<file path="config.mk">
export PLATFORM = sky130hd
export DESIGN_NAME = sle_emit
export DESIGN_NICKNAME = d
export VERILOG_FILES = /design/src/rtl/core/sle_pkg.sv /design/src/rtl/core/sle_emit.sv
export SDC_FILE = /design/constraint.sdc
export NUM_CORES = 1
export LEC_CHECK = 0
export BUFFER_PORTS_ARGS = -buffer_cell sky130_fd_sc_hd__buf_2
export CAP_MARGIN = 20
export CORE_MARGIN = 1.5
export CORE_UTILIZATION = 51
export DETAILED_ROUTE_END_ITERATION = 7
export HOLD_SLACK_MARGIN = 0.1
export MAX_ROUTING_LAYER = met4
export PLACE_DENSITY = 0.79
export SLEW_MARGIN = 20
export SYNTH_ARGS = -nofsm -noshare
export SYNTH_HDL_FRONTEND = slang
export SYNTH_SLANG_ARGS = --single-unit
</file>
<file path="constraint.sdc">
create_clock -name i_clk -period 3.3 [get_ports i_clk]
set_input_delay 0.165 -clock i_clk [delete_from_list [all_inputs] [get_ports i_clk]]
set_output_delay 0.165 -clock i_clk [all_outputs]
set_load 0.05 [all_outputs]
</file>
<file path="src/rtl/core/sle_pkg.sv">
// Shared types, codes and constants for the serial line editor receiver.
// No dependencies; imported by the top level, sle_ctrl and sle_emit.
package sle_pkg;

    // default line buffer depth
    localparam int BUF_DEPTH_DEF = 4096;

    // request function codes
    localparam logic [1:0] FUNC_RX   = 2'd0;
    localparam logic [1:0] FUNC_READ = 2'd1;
    localparam logic [1:0] FUNC_TAKE = 2'd2;

    // result kinds
    localparam logic [1:0] KIND_ECHO = 2'd0;
    localparam logic [1:0] KIND_READ = 2'd1;
    localparam logic [1:0] KIND_TAKE = 2'd2;

    // character codes
    localparam logic [7:0] CH_CR       = 8'h0d;
    localparam logic [7:0] CH_LF       = 8'h0a;
    localparam logic [7:0] CH_BS       = 8'h08;
    localparam logic [7:0] CH_ESC      = 8'h1b;
    localparam logic [7:0] CH_LBRACKET = 8'h5b;
    localparam logic [7:0] CH_FILL     = 8'hff;
    localparam logic [7:0] CH_P        = 8'h50;
    localparam logic [7:0] CH_PRINT_LO = 8'd32;
    localparam logic [7:0] CH_PRINT_HI = 8'd127;

    // result step counter within one request
    localparam int STEP_W = 3;

    typedef struct packed {
        logic [1:0]  func;
        logic [7:0]  rx_byte;
        logic [11:0] read_index;
    } t_in_req;

    typedef struct packed {
        logic [1:0]  kind;
        logic [7:0]  out_byte;
        logic [11:0] line_length;
        logic        enter_pressed;
        logic        last;
    } t_out_res;

    // result burst produced by one request
    typedef enum logic [2:0] {
        OP_ECHO  = 3'd0,  // echo of one stored byte
        OP_CRLF  = 3'd1,  // CR LF echo with enter flag
        OP_ERASE = 3'd2,  // five byte erase sequence
        OP_READ  = 3'd3,  // buffer read data
        OP_TAKE  = 3'd4   // taken line length
    } t_op;

    typedef struct packed {
        t_op         op;
        logic [7:0]  data;
        logic [11:0] len;
        logic        inrange;
    } t_desc;

    // status of the result stage, watched at the top level
    typedef struct packed {
        logic busy;
        logic last_step;
    } t_emit_stat;

    // index of the final result of a burst
    function automatic logic [STEP_W-1:0] op_last_step(input t_op op);
        logic [STEP_W-1:0] s;
        case (op)
            OP_CRLF:  s = STEP_W'(1);
            OP_ERASE: s = STEP_W'(4);
            default:  s = '0;
        endcase
        return s;
    endfunction

    // erase sequence: BS ESC [ FF P
    function automatic logic [7:0] erase_byte(input logic [STEP_W-1:0] step);
        logic [7:0] b;
        case (step)
            STEP_W'(0): b = CH_BS;
            STEP_W'(1): b = CH_ESC;
            STEP_W'(2): b = CH_LBRACKET;
            STEP_W'(3): b = CH_FILL;
            default:    b = CH_P;
        endcase
        return b;
    endfunction

endpackage

</file>
<file path="src/rtl/core/sle_emit.sv">
// Result stage: holds one request's burst and steps it into the output register.
// Depends on sle_pkg; read data comes from the line buffer.
module sle_emit (
    input  logic                i_clk,
    input  logic                i_rst_n,
    input  logic                i_load,
    input  sle_pkg::t_desc      i_desc,
    input  logic [7:0]          i_rd_data,
    output logic                o_free,
    output sle_pkg::t_emit_stat o_stat,
    output logic                o_valid,
    input  logic                i_ready,
    output sle_pkg::t_out_res   o_res
);
    import sle_pkg::*;

    logic              r_a_valid;
    t_desc             r_a_desc;
    logic [STEP_W-1:0] r_a_step;
    logic              r_o_valid;
    t_out_res          r_o_res;

    t_out_res cur;
    logic     o_free_slot;
    logic     a_adv;
    logic     a_last;

    // current result of the held burst
    always_comb begin
        cur               = '0;
        cur.kind          = KIND_ECHO;
        cur.out_byte      = r_a_desc.data;
        cur.line_length   = '0;
        cur.enter_pressed = 1'b0;
        case (r_a_desc.op)
            OP_ECHO: begin
            end
            OP_CRLF: begin
                cur.out_byte      = (r_a_step == '0) ? CH_CR : CH_LF;
                cur.enter_pressed = 1'b1;
            end
            OP_ERASE: begin
                cur.out_byte = erase_byte(r_a_step);
            end
            OP_READ: begin
                cur.kind     = KIND_READ;
                cur.out_byte = r_a_desc.inrange ? i_rd_data : 8'd0;
            end
            OP_TAKE: begin
                cur.kind        = KIND_TAKE;
                cur.out_byte    = 8'd0;
                cur.line_length = r_a_desc.len;
            end
            default: begin
            end
        endcase
        cur.last = a_last;
    end

    assign a_last      = (r_a_step == op_last_step(r_a_desc.op));
    assign o_free_slot = !r_o_valid || i_ready;
    assign a_adv       = r_a_valid && o_free_slot;
    assign o_free      = !r_a_valid || (a_adv && a_last);

    // burst holding stage
    always_ff @(posedge i_clk) begin
        if (!i_rst_n) begin
            r_a_valid <= 1'b0;
            r_a_step  <= '0;
        end else if (i_load) begin
            r_a_valid <= 1'b1;
            r_a_step  <= '0;
        end else if (a_adv) begin
            if (a_last) begin
                r_a_valid <= 1'b0;
            end else begin
                r_a_step <= r_a_step + STEP_W'(1);
            end
        end
    end

    always_ff @(posedge i_clk) begin
        if (i_load) begin
            r_a_desc <= i_desc;
        end
    end

    // output register
    always_ff @(posedge i_clk) begin
        if (!i_rst_n) begin
            r_o_valid <= 1'b0;
        end else if (a_adv) begin
            r_o_valid <= 1'b1;
        end else if (i_ready) begin
            r_o_valid <= 1'b0;
        end
    end

    always_ff @(posedge i_clk) begin
        if (a_adv) begin
            r_o_res <= cur;
        end
    end

    assign o_valid          = r_o_valid;
    assign o_res            = r_o_res;
    assign o_stat.busy      = r_a_valid;
    assign o_stat.last_step = a_last;

endmodule
</file>
# --- After elaboration in Yosys (flattened, before gate mapping) ---
# Index checks and enable logic that the tools add are counted.
# W data, S select, Z words.
word_totals:
  ff_bits: 53
  in_bits: 36
  output_inout_bits: 28
  wordCells: 48
classes:
  add_sub_neg: 1
  n_eq_ne: 8
  n_mux: 12
  bitwise_logic: 2
  n_reduce_logical: 13
ops:
  columns: ["op", "n"]
  rows:
  - ["$pmux W8 S4", 2]
  - ["$eq A3 B2 Y1 const B", 4]
  - ["$mux W8", 1]
  - ["$eq A3 B1 Y1 const B", 2]
  - ["$mux W1", 6]
  - ["$pmux W3 S2", 1]
  - ["$reduce_bool A2 Y1", 3]
  - ["$pmux W2 S2", 1]
  - ["$reduce_and A2 Y1", 2]
  - ["$add A3 B1 Y3 const B", 1]
  - ["$eq A3 B3 Y1", 1]
  - ["$eq A3 B3 Y1 const B", 1]
  - ["$logic_not A3 Y1", 1]
  - ["$mux W3", 1]
  - ["$logic_and A1 B1 Y1", 2]
  - ["$logic_not A1 Y1", 2]
  - ["$logic_or A1 B1 Y1", 2]
  - ["$not A1 Y1", 2]
  - ["$reduce_or A2 Y1", 1]

# --- Longest topological paths before layout ---
depth:
  depth_word: 6
  depth_mapped: 6
  depth_no_buf: 6

# --- Worst setup path before layout ---
# OpenSTA, ideal clock, no wires.
synth_path:
  path_type: "register to register"
  from: "reg r_o_valid, in the netlist o_valid"
  to: "reg r_a_step[0]"
  setup_time_ns: 0.121
  t_arrival_ns: 2.474
  setup_slack_ns: 0.704
  path_stages_with_launch: 5
  path_buffers: 0
  cell_sequence: "dfxtp_1 nor2b_1 nor2b_1 nand3_2 mux2_4"
synth_between:
  elab_chain_cells: 4
synth_rtl:
  columns: ["element", "line_no", "rtl"]
  rows:
  - ["start: declaration", "sle_emit.sv:20", "logic r_o_valid;"]
  - ["start signal: assignment", "sle_emit.sv:91", "r_o_valid <= 1'b0;"]
  - ["start signal: assignment", "sle_emit.sv:93", "r_o_valid <= 1'b1;"]
  - ["start signal: assignment", "sle_emit.sv:95", "r_o_valid <= 1'b0;"]
  - ["$logic_not A1 Y1", "sle_emit.sv:61", "assign o_free_slot = !r_o_valid || i_ready;"]
  - ["$logic_or A1 B1 Y1", "sle_emit.sv:61", null]
  - ["$logic_and A1 B1 Y1", "sle_emit.sv:62", "assign a_adv = r_a_valid && o_free_slot;"]
  - ["net a_adv", "sle_emit.sv:25", "logic a_adv;"]
  - ["$reduce_and A2 Y1 (no source line)", null, null]
  - ["end signal: assignment", "sle_emit.sv:77", "r_a_step <= r_a_step + STEP_W'(1);"]
  - ["end: declaration", "sle_emit.sv:19", "logic [STEP_W-1:0] r_a_step;"]
# The timed path passes the listed nets, and every way through them passes these cells.
# A chain may end at the register's enable or synchronous reset.

# --- Worst setup path in the final report ---
layout_path:
  from: "reg r_a_desc[22] (netlist bit)"
  to: "out o_free"
layout_between:
  elab_chain_cells: 5
  word_cells_on_any_way: 6
layout_rtl:
  columns: ["element", "line_no", "rtl"]
  rows:
  - ["start: declaration", "sle_emit.sv:18", "t_desc r_a_desc;"]
  - ["start signal: assignment", "sle_emit.sv:84", "r_a_desc <= i_desc;"]
  - ["$eq A3 B2 Y1 or $eq A3 B1 Y1 (tied branches)", "sle_pkg.sv:71", "case (op)"]
  - ["$pmux W3 S2 (*)", "sle_pkg.sv:71", null]
  - ["$eq A3 B3 Y1 (*)", "sle_emit.sv:60", "assign a_last = (r_a_step == op_last_step(r_a_desc.op));"]
  - ["$logic_and A1 B1 Y1 (*)", "sle_emit.sv:63", "assign o_free = !r_a_valid || (a_adv && a_last);"]
  - ["$logic_or A1 B1 Y1 (*)", "sle_emit.sv:63", null]
  - ["end: declaration", "sle_emit.sv:9", "output logic o_free,"]
# Mark *: on every way between the ends. The rest lies on a longest branch, timed or not.

==> flow_summary.ini <==
[global_routing]
grt_max_degree = 29
grtUsageTotal = 0.2151
antenna_found_initial = 0
grt_overflow = 0
grt_pass1_vias = 1580
grt_pass1_wl_um = 7624

[hold_path]
hold_class = input port to flip-flop

[floorplan]
rows = 23
start_util = 0.5452
dieWidth_um = 69.33
dieArea_um2 = 4806
num_io_pins = 64
core_um2 = 4115
die_y_um = 69.33

[synthesis]
ys_seq_elements = 53
yosys_warnings = 0
ys_async_sr_fraction = 0
synth_fp_nets = 202
yosysMostFrequentCell = edfxtp_1
avgSynthCellArea_um2 = 13.93
synth_top_area_frac = 0.6425
synth_cells = 161
yosysTopAreaCell = edfxtp_1
synth-edff-count = 48
yosysUniqueCellTypes = 39
synth_area_um2 = 2243
ys.flop_type = edfxtp_1
ys_seq_area_frac = 0.6871
ys_top_cells_by_area = edfxtp_1, dfxtp_1, and3_1
synthTopCellsByCount = edfxtp_1, and3_1, nor2_1

[layout]
final.fill_count = 293
regArea_um2 = 1541
drive_gt1_frac = 0.3160
multi_input_area_um2 = 634.4
fin_nets = 290
diodes = 0
area_growth_pct = 30.51
final_area_um2 = 2928

[pwr]
p_leak_nw = 1.226
p_per_area_nw_per_um2 = 490.5
peakVddDrop_mv = 0.3334

[drt]
avgViaCountPerCell = 5.437
drtIter0Drc = 164
num_vias = 1631
drcViolationCount = 0
drt-pass1-iter-count = 4
wl_per_cell_um = 16.21
routed_wl_um = 4863
detail-route-antenna-nets = 0

[sta]
worst_pin_slew_ps = 933.8
setup_viol = 0
hold_viol = 0
setup_tns_ps = 0
finClkSkew_ps = 4.530
fmaxAchievable_mhz = 451.8
finalCritPeriodShare = 0.6708
final_max_slew_viol_count = 0
maxSlewHeadroom = 0.3752
period_needed_ps = 2214
rsz0062_at_grt = no

[critical_path]
path_cells = nor4bb_1 > o21ai_2 > a21oi_1 > nand2b_1 > buf_2
max_stage_delay_ps = 620
endpoint_kind = primary output
critPathKind = flip-flop to primary output
cp.arrival_ps = 2050
worstPathBufferInverterCount = 1
crit_family = flip-flops
start_kind = flip-flop
cp_slowest_cell = edfxtp_1
critPathMaxFanout = 12
worstPathRequired_ps = 3130

[outcome]
status = finished, final reports clean

[cts]
htree_levels = 2
clk_pin_slew_ps = 100
cts_root_buf = clkbuf_8
clock-sinks = 53
cts_buffer_depth = 2
post_cts_resized = 0
cts_tree = done
insertion_delay_ps = 310
cts_buffers = 5

[place]
portBuffers = 63
placed_area_um2 = 2584
globalplace.congestion = 0.8944
hpwlAfterDp_um = 3003

[flow_run]
maxCapViolCount = 0
==> final cells by class <==
type | instances | area share
Timing Repair Buffer | 89 | 0.1957
Clock buffer | 5 | 0.02350
Clock inverter | 3 | 0.008547
Sequential cell | 53 | 0.5265
Tap cell | 50 | 0.02137
Multi-Input combinational cell | 94 | 0.2167
Inverter | 6 | 0.007692
==> power by group <==
group | leakage, nW | switching, mW | total (mW) | internal [mW]
Sequential | 0.509 | 0.0299 | 0.817 | 0.787
Combinational | 0.672 | 0.150 | 0.236 | 0.0860
Clock | 0.0447 | 0.229 | 0.383 | 0.154
==> cell families (layout without fill, tap and decap cells) <==
family / Yosys count / after routing / synth area share
compound gates: 25 / 25 / 0.08200
xor+xnor: 2 / 2 / 0.01116
fa+ha+maj: 5 / 5 / 0.02789
buf+inv: 14 / 103 / 0.03123
flops: 53 / 53 / 0.6871
mux: 3 / 3 / 0.01617
simple gates: 59 / 59 / 0.1445
==> timing repair <==
action	4_1_cts	5_1_grt
endpoints found under the hold margin	25	0
setup buffers	0	0
hold buffers	25	0
==> worst paths after layout <==
path / startpoint / to / slack, ps / cells after the start
worst max-delay path: r_a_desc[22] / o_free / 1090 / 5
worst min-delay path: i_rd_data[1] / o_res[15] / 130 / 3
worst max register to register: r_a_desc[22] / o_res[21] / 1150 / 4
worst min register to register: r_a_step[1] / r_a_step[1] / 550 / 2
==> worst register-to-register path, cell delays in order, from the launching register on <==
cell and delay, ps:
edfxtp_1 590, nor2_1 790, nand2_1 190, o21ai_0 210, a21oi_1 120
==> placed cells by master (no fill, tap or decap), types with 2 or more instances in the layout <==
cell           count
nand4_1            4
edfxtp_1          48
o21ai_0            6
nand2_1           11
nor2b_1            4
nand2b_1           4
clkbuf_8           5
and3_1            13
a21oi_1            8
ha_1               5
nand3_1            2
a32o_1             3
buf_2             63
dlygate4sd3_1     25
inv_1              6
dfxtp_1            5
nor2_1            12
==> registers in the layout, indices dropped and copies added, names as in the netlist <==
| signal | count |
|---|---|
| o_valid | 1 |
| r_a_valid | 1 |
| r_a_desc | 24 |
| o_res | 24 |
| r_a_step | 3 |
==> metrics by stage <==
step / total power, mW / hold WS [ps] / setup WS, ps / std cells / util
CTS: 1.429 / 133.1 / 1111 / 300 / 0.7115
global route: 1.485 / 136.6 / 967.2 / 300 / 0.7115
finish: 1.436 / 131.3 / 1087 / 300 / 0.7115
global placement: 1.035 / 340.8 / 1323 / 267 / 0.6279
floorplan: 0.9807 / 263.9 / 704.5 / 161 / -
detailed placement: 1.043 / 343.4 / 1213 / 267 / 0.6279
==> metal layers <==
metal	up-vias	global-route usage	wire length, um
li1	771	-	-
met1	767	0.2346	1891
met2	78	0.3632	2531
met3	15	0.05523	280
met4	0	0.1089	160
met5	-	-	0
No activity file was read; power rests on OpenSTA's default activity.
