## src/rtl/core/sle_pkg.sv

```systemverilog
// Shared types, codes and constants for the serial line editor receiver.
// No dependencies; imported by the top level, sle_ctrl and sle_emit.
package sle_pkg;

    // default line buffer depth
    localparam int BUF_DEPTH_DEF = 4096;

    // request function codes
    localparam logic [1:0] FUNC_RX   = 2'd0;
    localparam logic [1:0] FUNC_READ = 2'd1;
    localparam logic [1:0] FUNC_TAKE = 2'd2;

    // result kinds
    localparam logic [1:0] KIND_ECHO = 2'd0;
    localparam logic [1:0] KIND_READ = 2'd1;
    localparam logic [1:0] KIND_TAKE = 2'd2;

    // character codes
    localparam logic [7:0] CH_CR       = 8'h0d;
    localparam logic [7:0] CH_LF       = 8'h0a;
    localparam logic [7:0] CH_BS       = 8'h08;
    localparam logic [7:0] CH_ESC      = 8'h1b;
    localparam logic [7:0] CH_LBRACKET = 8'h5b;
    localparam logic [7:0] CH_FILL     = 8'hff;
    localparam logic [7:0] CH_P        = 8'h50;
    localparam logic [7:0] CH_PRINT_LO = 8'd32;
    localparam logic [7:0] CH_PRINT_HI = 8'd127;

    // result step counter within one request
    localparam int STEP_W = 3;

    typedef struct packed {
        logic [1:0]  func;
        logic [7:0]  rx_byte;
        logic [11:0] read_index;
    } t_in_req;

    typedef struct packed {
        logic [1:0]  kind;
        logic [7:0]  out_byte;
        logic [11:0] line_length;
        logic        enter_pressed;
        logic        last;
    } t_out_res;

    // result burst produced by one request
    typedef enum logic [2:0] {
        OP_ECHO  = 3'd0,  // echo of one stored byte
        OP_CRLF  = 3'd1,  // CR LF echo with enter flag
        OP_ERASE = 3'd2,  // five byte erase sequence
        OP_READ  = 3'd3,  // buffer read data
        OP_TAKE  = 3'd4   // taken line length
    } t_op;

    typedef struct packed {
        t_op         op;
        logic [7:0]  data;
        logic [11:0] len;
        logic        inrange;
    } t_desc;

    // status of the result stage, watched at the top level
    typedef struct packed {
        logic busy;
        logic last_step;
    } t_emit_stat;

    // index of the final result of a burst
    function automatic logic [STEP_W-1:0] op_last_step(input t_op op);
        logic [STEP_W-1:0] s;
        case (op)
            OP_CRLF:  s = STEP_W'(1);
            OP_ERASE: s = STEP_W'(4);
            default:  s = '0;
        endcase
        return s;
    endfunction

    // erase sequence: BS ESC [ FF P
    function automatic logic [7:0] erase_byte(input logic [STEP_W-1:0] step);
        logic [7:0] b;
        case (step)
            STEP_W'(0): b = CH_BS;
            STEP_W'(1): b = CH_ESC;
            STEP_W'(2): b = CH_LBRACKET;
            STEP_W'(3): b = CH_FILL;
            default:    b = CH_P;
        endcase
        return b;
    endfunction

endpackage

```

## src/rtl/core/sle_ctrl.sv

```systemverilog
// Request decode and line state: count, flags, mode; drives buffer accesses.
// Depends on sle_pkg.
module sle_ctrl #(
    parameter int BUF_DEPTH = 4096,
    parameter int CW        = 12
) (
    input  logic             i_clk,
    input  logic             i_rst_n,
    input  logic             i_cfg_we,
    input  logic             i_cfg_mode,
    input  logic             i_req_acc,
    input  sle_pkg::t_in_req i_req,
    output logic             o_wr_en,
    output logic [CW-1:0]    o_wr_addr,
    output logic [7:0]       o_wr_data,
    output logic             o_rd_en,
    output logic [CW-1:0]    o_rd_addr,
    output logic             o_desc_load,
    output sle_pkg::t_desc   o_desc
);
    import sle_pkg::*;

    localparam int CMPW = (CW > 12) ? CW : 12;
    localparam logic [CW-1:0] COUNT_TOP = CW'(BUF_DEPTH - 1);

    logic [CW-1:0] r_count, n_count;
    logic          r_complete, n_complete;
    logic          r_cr_seen, n_cr_seen;
    logic          r_esc_active, n_esc_active;
    logic          r_esc_skipped, n_esc_skipped;
    logic          r_mode;

    logic   store;
    logic   emit;
    t_desc  desc;
    logic [7:0] b;

    assign b = i_req.rx_byte;

    // next line state and result burst for the accepted request
    always_comb begin
        n_count       = r_count;
        n_complete    = r_complete;
        n_cr_seen     = r_cr_seen;
        n_esc_active  = r_esc_active;
        n_esc_skipped = r_esc_skipped;
        store         = 1'b0;
        emit          = 1'b0;
        desc.op       = OP_ECHO;
        desc.data     = b;
        desc.len      = '0;
        desc.inrange  = 1'b0;
        case (i_req.func)
            FUNC_RX: begin
                if (!r_complete) begin
                    if (!r_mode) begin
                        // editor mode
                        if (r_esc_active) begin
                            n_esc_skipped = !r_esc_skipped;
                            n_esc_active  = !r_esc_skipped;
                        end else if (b >= CH_PRINT_LO && b <= CH_PRINT_HI) begin
                            emit  = 1'b1;
                            store = 1'b1;
                        end else if (b == CH_CR) begin
                            if (r_count != '0) begin
                                n_complete = 1'b1;
                            end
                            emit    = 1'b1;
                            desc.op = OP_CRLF;
                        end else if (b == CH_BS) begin
                            if (r_count != '0) begin
                                emit    = 1'b1;
                                desc.op = OP_ERASE;
                                n_count = r_count - CW'(1);
                            end
                        end else if (b == CH_ESC) begin
                            n_esc_active = 1'b1;
                        end
                    end else begin
                        // CR LF framing
                        if (r_cr_seen) begin
                            if (b != CH_LF) begin
                                n_count   = '0;
                                n_cr_seen = 1'b0;
                            end else begin
                                n_complete = 1'b1;
                            end
                        end else if (b == CH_CR) begin
                            n_cr_seen = 1'b1;
                        end else begin
                            store = 1'b1;
                        end
                    end
                end
                // store and overflow restart
                if (store) begin
                    if (r_count == COUNT_TOP) begin
                        n_count   = '0;
                        n_cr_seen = 1'b0;
                    end else begin
                        n_count = r_count + CW'(1);
                    end
                end
            end
            FUNC_READ: begin
                emit         = 1'b1;
                desc.op      = OP_READ;
                desc.inrange = CMPW'(i_req.read_index) < CMPW'(r_count);
            end
            FUNC_TAKE: begin
                emit    = 1'b1;
                desc.op = OP_TAKE;
                if (r_complete) begin
                    desc.len   = 12'(r_count);
                    n_count    = '0;
                    n_cr_seen  = 1'b0;
                    n_complete = 1'b0;
                end
            end
            default: begin
            end
        endcase
    end

    // line state registers
    always_ff @(posedge i_clk) begin
        if (!i_rst_n) begin
            r_count       <= '0;
            r_complete    <= 1'b0;
            r_cr_seen     <= 1'b0;
            r_esc_active  <= 1'b0;
            r_esc_skipped <= 1'b0;
        end else if (i_req_acc) begin
            r_count       <= n_count;
            r_complete    <= n_complete;
            r_cr_seen     <= n_cr_seen;
            r_esc_active  <= n_esc_active;
            r_esc_skipped <= n_esc_skipped;
        end
    end

    // framing mode register
    always_ff @(posedge i_clk) begin
        if (!i_rst_n) begin
            r_mode <= 1'b0;
        end else if (i_cfg_we) begin
            r_mode <= i_cfg_mode;
        end
    end

    // buffer accesses
    assign o_wr_en     = i_req_acc && store;
    assign o_wr_addr   = r_count;
    assign o_wr_data   = b;
    assign o_rd_en     = i_req_acc && (i_req.func == FUNC_READ);
    assign o_rd_addr   = CW'(i_req.read_index);
    assign o_desc_load = i_req_acc && emit;
    assign o_desc      = desc;

endmodule

```

## config.mk

```make
export PLATFORM = sky130hd
export DESIGN_NAME = sle_ctrl
export DESIGN_NICKNAME = d
export VERILOG_FILES = /design/src/rtl/core/sle_pkg.sv /design/src/rtl/core/sle_ctrl.sv
export SDC_FILE = /design/constraint.sdc
export NUM_CORES = 1
export LEC_CHECK = 0
export BUFFER_PORTS_ARGS = -buffer_cell sky130_fd_sc_hd__buf_2
export CORE_ASPECT_RATIO = 2
export CORE_UTILIZATION = 45
export DETAILED_ROUTE_END_ITERATION = 10
export PLACE_DENSITY_LB_ADDON = 0.25
export SLEW_MARGIN = 5
export SYNTH_ARGS = -nofsm -noshare
export SYNTH_HDL_FRONTEND = slang
export SYNTH_SLANG_ARGS = --single-unit
export TNS_END_PERCENT = 30
```

## constraint.sdc

```tcl
create_clock -name i_clk -period 2.25 [get_ports i_clk]
set_input_delay 0.45 -clock i_clk [delete_from_list [all_inputs] [get_ports i_clk]]
set_output_delay 0.45 -clock i_clk [all_outputs]
set_load 0.1 [all_outputs]
```

==> Word-level counts from Yosys, hierarchy flattened <==
Cells that the tools add are included.
{ "totals": {"ff_bits": 17, "latch_bits": 0, "ramBits": 0, "mem_bits_ro": 0, "out_inout_bits": 59, "mem_count": 0} }
{ "op_classes": {"addsub": 2, "multipliers": 0, "n_div": 0, "n_lt_le_gt_ge": 3, "eq_ne": 16, "shifts": 0, "mux": 61, "bitwise_logic": 2, "n_reduce_logical": 14} }
{ "op_table": {"columns": ["op", "n"], "rows": [
  ["2-to-1 mux 12 bit", 14],
  ["2-to-1 mux 1 bit", 35],
  ["inequality test 4 bit, second input constant", 7],
  ["case mux 12 bit (2 select lines)", 1],
  ["== test 8 x 4 -> 1 bit, second input constant", 2],
  ["2-to-1 mux 2 bit", 7],
  ["adder 12 x 1 -> 12 bit, second input constant", 1],
  ["== test 12 bit, second input constant", 1],
  ["less-than comparator 12 bit", 1],
  ["nonzero test 12 bit", 1],
  ["subtractor 12 x 1 -> 12 bit, second input constant", 1],
  ["AND reduction 11 bit", 1],
  ["case mux 3 bit (3 select lines)", 1],
  ["== test 8 x 5 -> 1 bit, second input constant", 1],
  ["greater-or-equal comparator 8 x 6 -> 1 bit, second input constant", 1],
  ["<= comparator 8 x 7 -> 1 bit, second input constant", 1],
  ["inequality test 8 x 4 -> 1 bit, second input constant", 1],
  ["case mux 1 bit (2 select lines)", 3],
  ["AND reduction 5 bit", 1],
  ["logical AND 1 bit", 4],
  ["AND reduction 4 bit", 1],
  ["inequality test 3 bit, second input constant", 1],
  ["AND reduction 3 bit", 1],
  ["== test 2 x 1 -> 1 bit, second input constant", 1],
  ["8 further kinds", 9]
]} }

==> Depth between registers and ports, before layout <==
{ "logic_depth": {"ltp_word": 10, "ltp_mapped": 9, "ltp_nobuf": 8} }

==> Least setup slack after synthesis <==
Ideal clock, no wire load.
{ "synth_timing": {"path_type": "register to output", "start": "reg r_count[5] (netlist: o_wr_addr[5])", "end": "out o_desc[0] in the netlist's numbering", "arrival_ns": 4.324, "slack_ns": -2.524, "path_stages_with_launch": 9, "path_buffers": 1, "path_cell_list": "dfxtp_1 -> buf_2 -> inv_1 -> ha_1 -> a21oi_1 -> nor2b_1 -> o21ai_0 -> o211ai_1 -> a221oi_1"} }
{ "synth_rtl": {"columns": ["element", "line", "source"], "rows": [
  ["start: declaration", "sle_ctrl.sv:26", "logic [CW-1:0] r_count, n_count;"],
  ["start signal: assignment", "sle_ctrl.sv:134", "r_count <= n_count;"],
  ["end: declaration", "sle_ctrl.sv:19", "output sle_pkg::t_desc o_desc"]
]} }

==> Worst setup path after layout <==
{ "layout_timing": {"start": "in i_req[17] in the netlist's numbering", "end": "out o_desc_load"} }
{ "layout_between": {"elab_chain_len": 9} }
{ "layout_lines": {"columns": ["element", "line", "source"], "rows": [
  ["start: declaration", "sle_ctrl.sv:12", "input sle_pkg::t_in_req i_req,"],
  ["branches (longest 3 deep; another with greater-or-equal comparator 8 x 6 -> 1 bit)", null, null],
  ["2-to-1 mux 1 bit *", "sle_ctrl.sv:61", "end else if (b >= CH_PRINT_LO && b <= CH_PRINT_HI) begin"],
  ["2-to-1 mux 1 bit *", "sle_ctrl.sv:58", "if (r_esc_active) begin"],
  ["2-to-1 mux 1 bit *", "sle_ctrl.sv:56", "if (!r_mode) begin"],
  ["2-to-1 mux 1 bit *", "sle_ctrl.sv:55", "if (!r_complete) begin"],
  ["case mux 1 bit (2 select lines) *", "sle_ctrl.sv:53", "case (i_req.func)"],
  ["logical AND 1 bit *", "sle_ctrl.sv:157", "assign o_desc_load = i_req_acc && emit;"],
  ["end: declaration", "sle_ctrl.sv:18", "output logic o_desc_load,"]
]} }
Every way passes the cells marked *.

==> results.py <==
metrics = {
    "status": {
        "outcome": "finished, violations left",
        "violations": "negative setup slack",
    },
    "floorplanning": {
        "start_util_pct": 47.6,
        "die_area_sq_um": 4970,
        "die_w_microns": 50.4,
        "die_y_microns": 98.7,
        "core_sq_um": 4420,
        "rows": 34,
        "ioPinCount": 86,
    },
    "power_and_ir_drop": {
        "power_per_cell_area_nw_per_um2": 393,
        "leakage_nw": 1.50,
        "p_sw_mw": 0.649,
        "p_int_mw": 0.657,
        "peakVddDrop_v": 0.000421,
        "swShare_pct": 49.7,
        "combPwrFrac_pct": 56.9,
        "total_power_mw": 1.31,
        "clkPwrFrac_pct": 19.0,
        "p_seq_share_pct": 24.0,
    },
    "cts": {
        "insertion_delay_ns": 0.26,
        "cts_root_buf": "clkbuf_8",
        "clock_path_buffers": 2,
        "clkTransAtPathRegs_ns": 0.08,
        "cts_hold_buf": 0,
        "htree_num_levels": 1,
        "clock-sinks": 17,
        "cts_buffers": 3,
        "cts_tree": "yes",
    },
    "synth": {
        "synth_top_area_share_pct": 16.2,
        "synth_most_common_cell": "buf_4",
        "synthTopCellsByCount": "28 x buf_4, 19 x nand2_1, 18 x inv_1",
        "synth_seq_cells": 17,
        "yosys.area.top_type": "dfxtp_1",
        "ys.flop_type": "dfxtp_1",
        "avgSynthCellArea_sq_um": 7.49,
        "syn_area_sq_um": 2110,
        "synth.yosys.seq_area_share_pct": 16.2,
        "async_flop_share_pct": 0,
        "synth_cells": 281,
        "synth_nets": 325,
        "synth_edf_count": 0,
        "yosysWarnings": 0,
        "yosysUniqueCellTypes": 56,
        "ys_top_cells_by_area": "dfxtp_1 16%, ha_1 10%, buf_4 10%",
    },
    "placement": {
        "globalplace.congestion": 0.995,
        "dp_hpwl_microns": 5840,
        "dp_cells": 433,
        "placed_area_sq_um": 3170,
        "portBuffers": 85,
    },
    "worst_hold_path": {
        "hold_depth": 3,
        "hold_end": "r_mode",
        "hp-class": "primary input to flop",
        "hp-start": "i_cfg_mode",
    },
    "flow_run": {
        "drv_cap": 0,
    },
    "timing": {
        "finalClockSkew_ns": 0.00636,
        "period_needed_ns": 2.56,
        "slew_headroom_pct": 67.7,
        "finalSetupViolCount": 18,
        "finalHoldViolCount": 0,
        "min_period_over_period_pct": 114,
        "finalMaxSlewViolations": 0,
        "worstMarginPinSlew_ns": 0.488,
        "fin_ws_ns": -0.314,
        "max_freq_mhz": 390,
        "rsz0062_at_grt": "yes",
    },
    "route": {
        "met2WireLength_microns": 4080,
        "wl_met1_microns": 2320,
        "drt-total-wl_microns": 7270,
        "drc_errors": 0,
        "drt-vias-per-instance": 5.99,
        "met3_length_microns": 404,
        "ant_nets": 0,
        "top_layer": "met4",
        "routedWlPerCell_microns": 16.5,
        "first_iter_violations": 102,
        "first_pass_iters": 7,
        "vias": 2641,
    },
    "global_route": {
        "antenna_found_initial": 0,
        "grt.total_usage_pct": 29.4,
        "grt_pass1_wl_microns": 11300,
        "grt_overflow_total": 0,
        "grt_pass1_vias": 2574,
        "grt_max_degree": 14,
    },
    "worst_setup_path": {
        "critPathBufInv": 3,
        "cp.required_ns": 1.80,
        "critical_path_class": "primary input to output pin",
        "r2r_slack_ns": -0.15,
        "rr_worst_depth": 11,
        "max_stage_delay_ns": 0.55,
        "reg2reg_from": "o_wr_addr[1]",
        "critPathLaunchType": "primary input",
        "reg2reg_to": "o_wr_addr[6]",
        "cp_cell_sequence": "buf_6, or4b_4, buf_4, nor2_4, nand3_1, nand3_2, a41oi_2, nor3_4, buf_12",
        "worst_setup_path_end_kind": "output pin",
        "crit_slowest_cell": "or4b_4",
        "cp_top_family": "simple AND/OR/NAND/NOR gates",
        "worstPathMaxFanout": 3,
        "arrival_ns": 2.11,
    },
    "finish": {
        "fillers": 361,
        "stdcell_count": 441,
        "antenna_cells": 0,
        "syn_to_final_growth_pct": 57.8,
        "layout.nets": 432,
        "finalInstanceArea_sq_um": 3320,
        "drive_above_1_share_pct": 51.2,
    },
}
-- flip-flops by register name, summed over array words and instances (netlist names) --
name           count
o_wr_addr         12
r_complete         1
r_cr_seen          1
r_esc_active       1
r_esc_skipped      1
r_mode             1
-- power by group through the flow --
| stage | combinational, mW | sequential [mW] | clock (mW) |
|---|---|---|---|
| 6_report | 0.744 | 0.314 | 0.248 |
| 2_1_floorplan | 0.503 | 0.364 | 0 |
| 3_3_place_gp | 0.707 | 0.320 | 0 |
| 5_1_grt | 0.780 | 0.315 | 0.258 |
| 3_5_place_dp | 0.718 | 0.321 | 0 |
| 4_1_cts | 0.732 | 0.314 | 0.247 |
-- worst max-delay path by stage --
stage | start | end | cells past startpoint
after CTS | i_req[17] | o_desc_load | 7
final | i_req[17] | o_desc_load | 9
after floorplan | i_req[19] | o_wr_en | 5
after detailed placement | i_req[15] | o_wr_addr[10] | 9
after global routing | i_req[17] | o_desc_load | 9
after global placement | i_req[18] | o_desc_load | 7
-- kinds of logic (layout without fill, tap and decap cells) --
| group | Yosys count | after routing | share of synthesized area [%] |
|---|---|---|---|
| simple gates | 107 | 107 | 29.4 |
| xor+xnor | 4 | 4 | 1.66 |
| flops | 17 | 17 | 16.2 |
| mux | 2 | 2 | 0.951 |
| fa+ha+maj | 17 | 17 | 10.1 |
| buf+inv | 63 | 169 | 17.0 |
| compound gates | 71 | 71 | 24.8 |
-- metal layers --
layer  global-route usage, %  vias to the layer above
li1                        -                     1230
met1                    26.0                     1202
met2                    58.6                      158
met3                    2.78                       51
met4                    18.8                        0
met5                       0                        -
-- worst min-delay path: cells and delay by family --
| family | cells | cell delay [ns] |
|---|---|---|
| and+or+nand+nor | 1 | 0.10 |
| muxes | 1 | 0.07 |
| buffers and inverters | 1 | 0.08 |
-- layout by cell type, fill, tap and decap left out, types with 11 or more instances in the layout --
cell     synthesis  routed
buf_2            1      65
buf_4           28      60
nand2_1         19      18
buf_12           0      18
inv_1           18      16
ha_1            17      14
nor3_1          14      13
nand3_1         14      13
o21ai_0         16      13
and3_1          16      11
-- stage by stage --
stage               util, %  hold WS (ns)  setup TNS (ns)  worst slack, ns
global placement       71.7         0.514           -5.76           -0.438
CTS                    74.2         0.459           -2.64           -0.397
floorplan                 -         0.495           -4.93           -0.749
detailed placement     71.7         0.525           -6.87           -0.486
global route           75.1         0.516           -4.25           -0.381
finish                 75.1         0.472           -2.92           -0.314
-- repair_timing --
action,in CTS,in global routing
endpoints found under the setup margin,17,17
resized for setup,10,5
pin swaps,15,9
buffers inserted,2,2
-- area by class of cell --
type | count | area (sq um) | area share (%)
Multi-Input combinational cell | 201 | 1580 | 47.6
Sequential cell | 17 | 373 | 11.2
Timing Repair Buffer | 147 | 1180 | 35.5
Inverter | 18 | 72.6 | 2.18
Tap cell | 54 | 67.6 | 2.03
Clock inverter | 1 | 5.00 | 0.151
Clock buffer | 3 | 41.3 | 1.24
(Power assumes the default switching activity.)
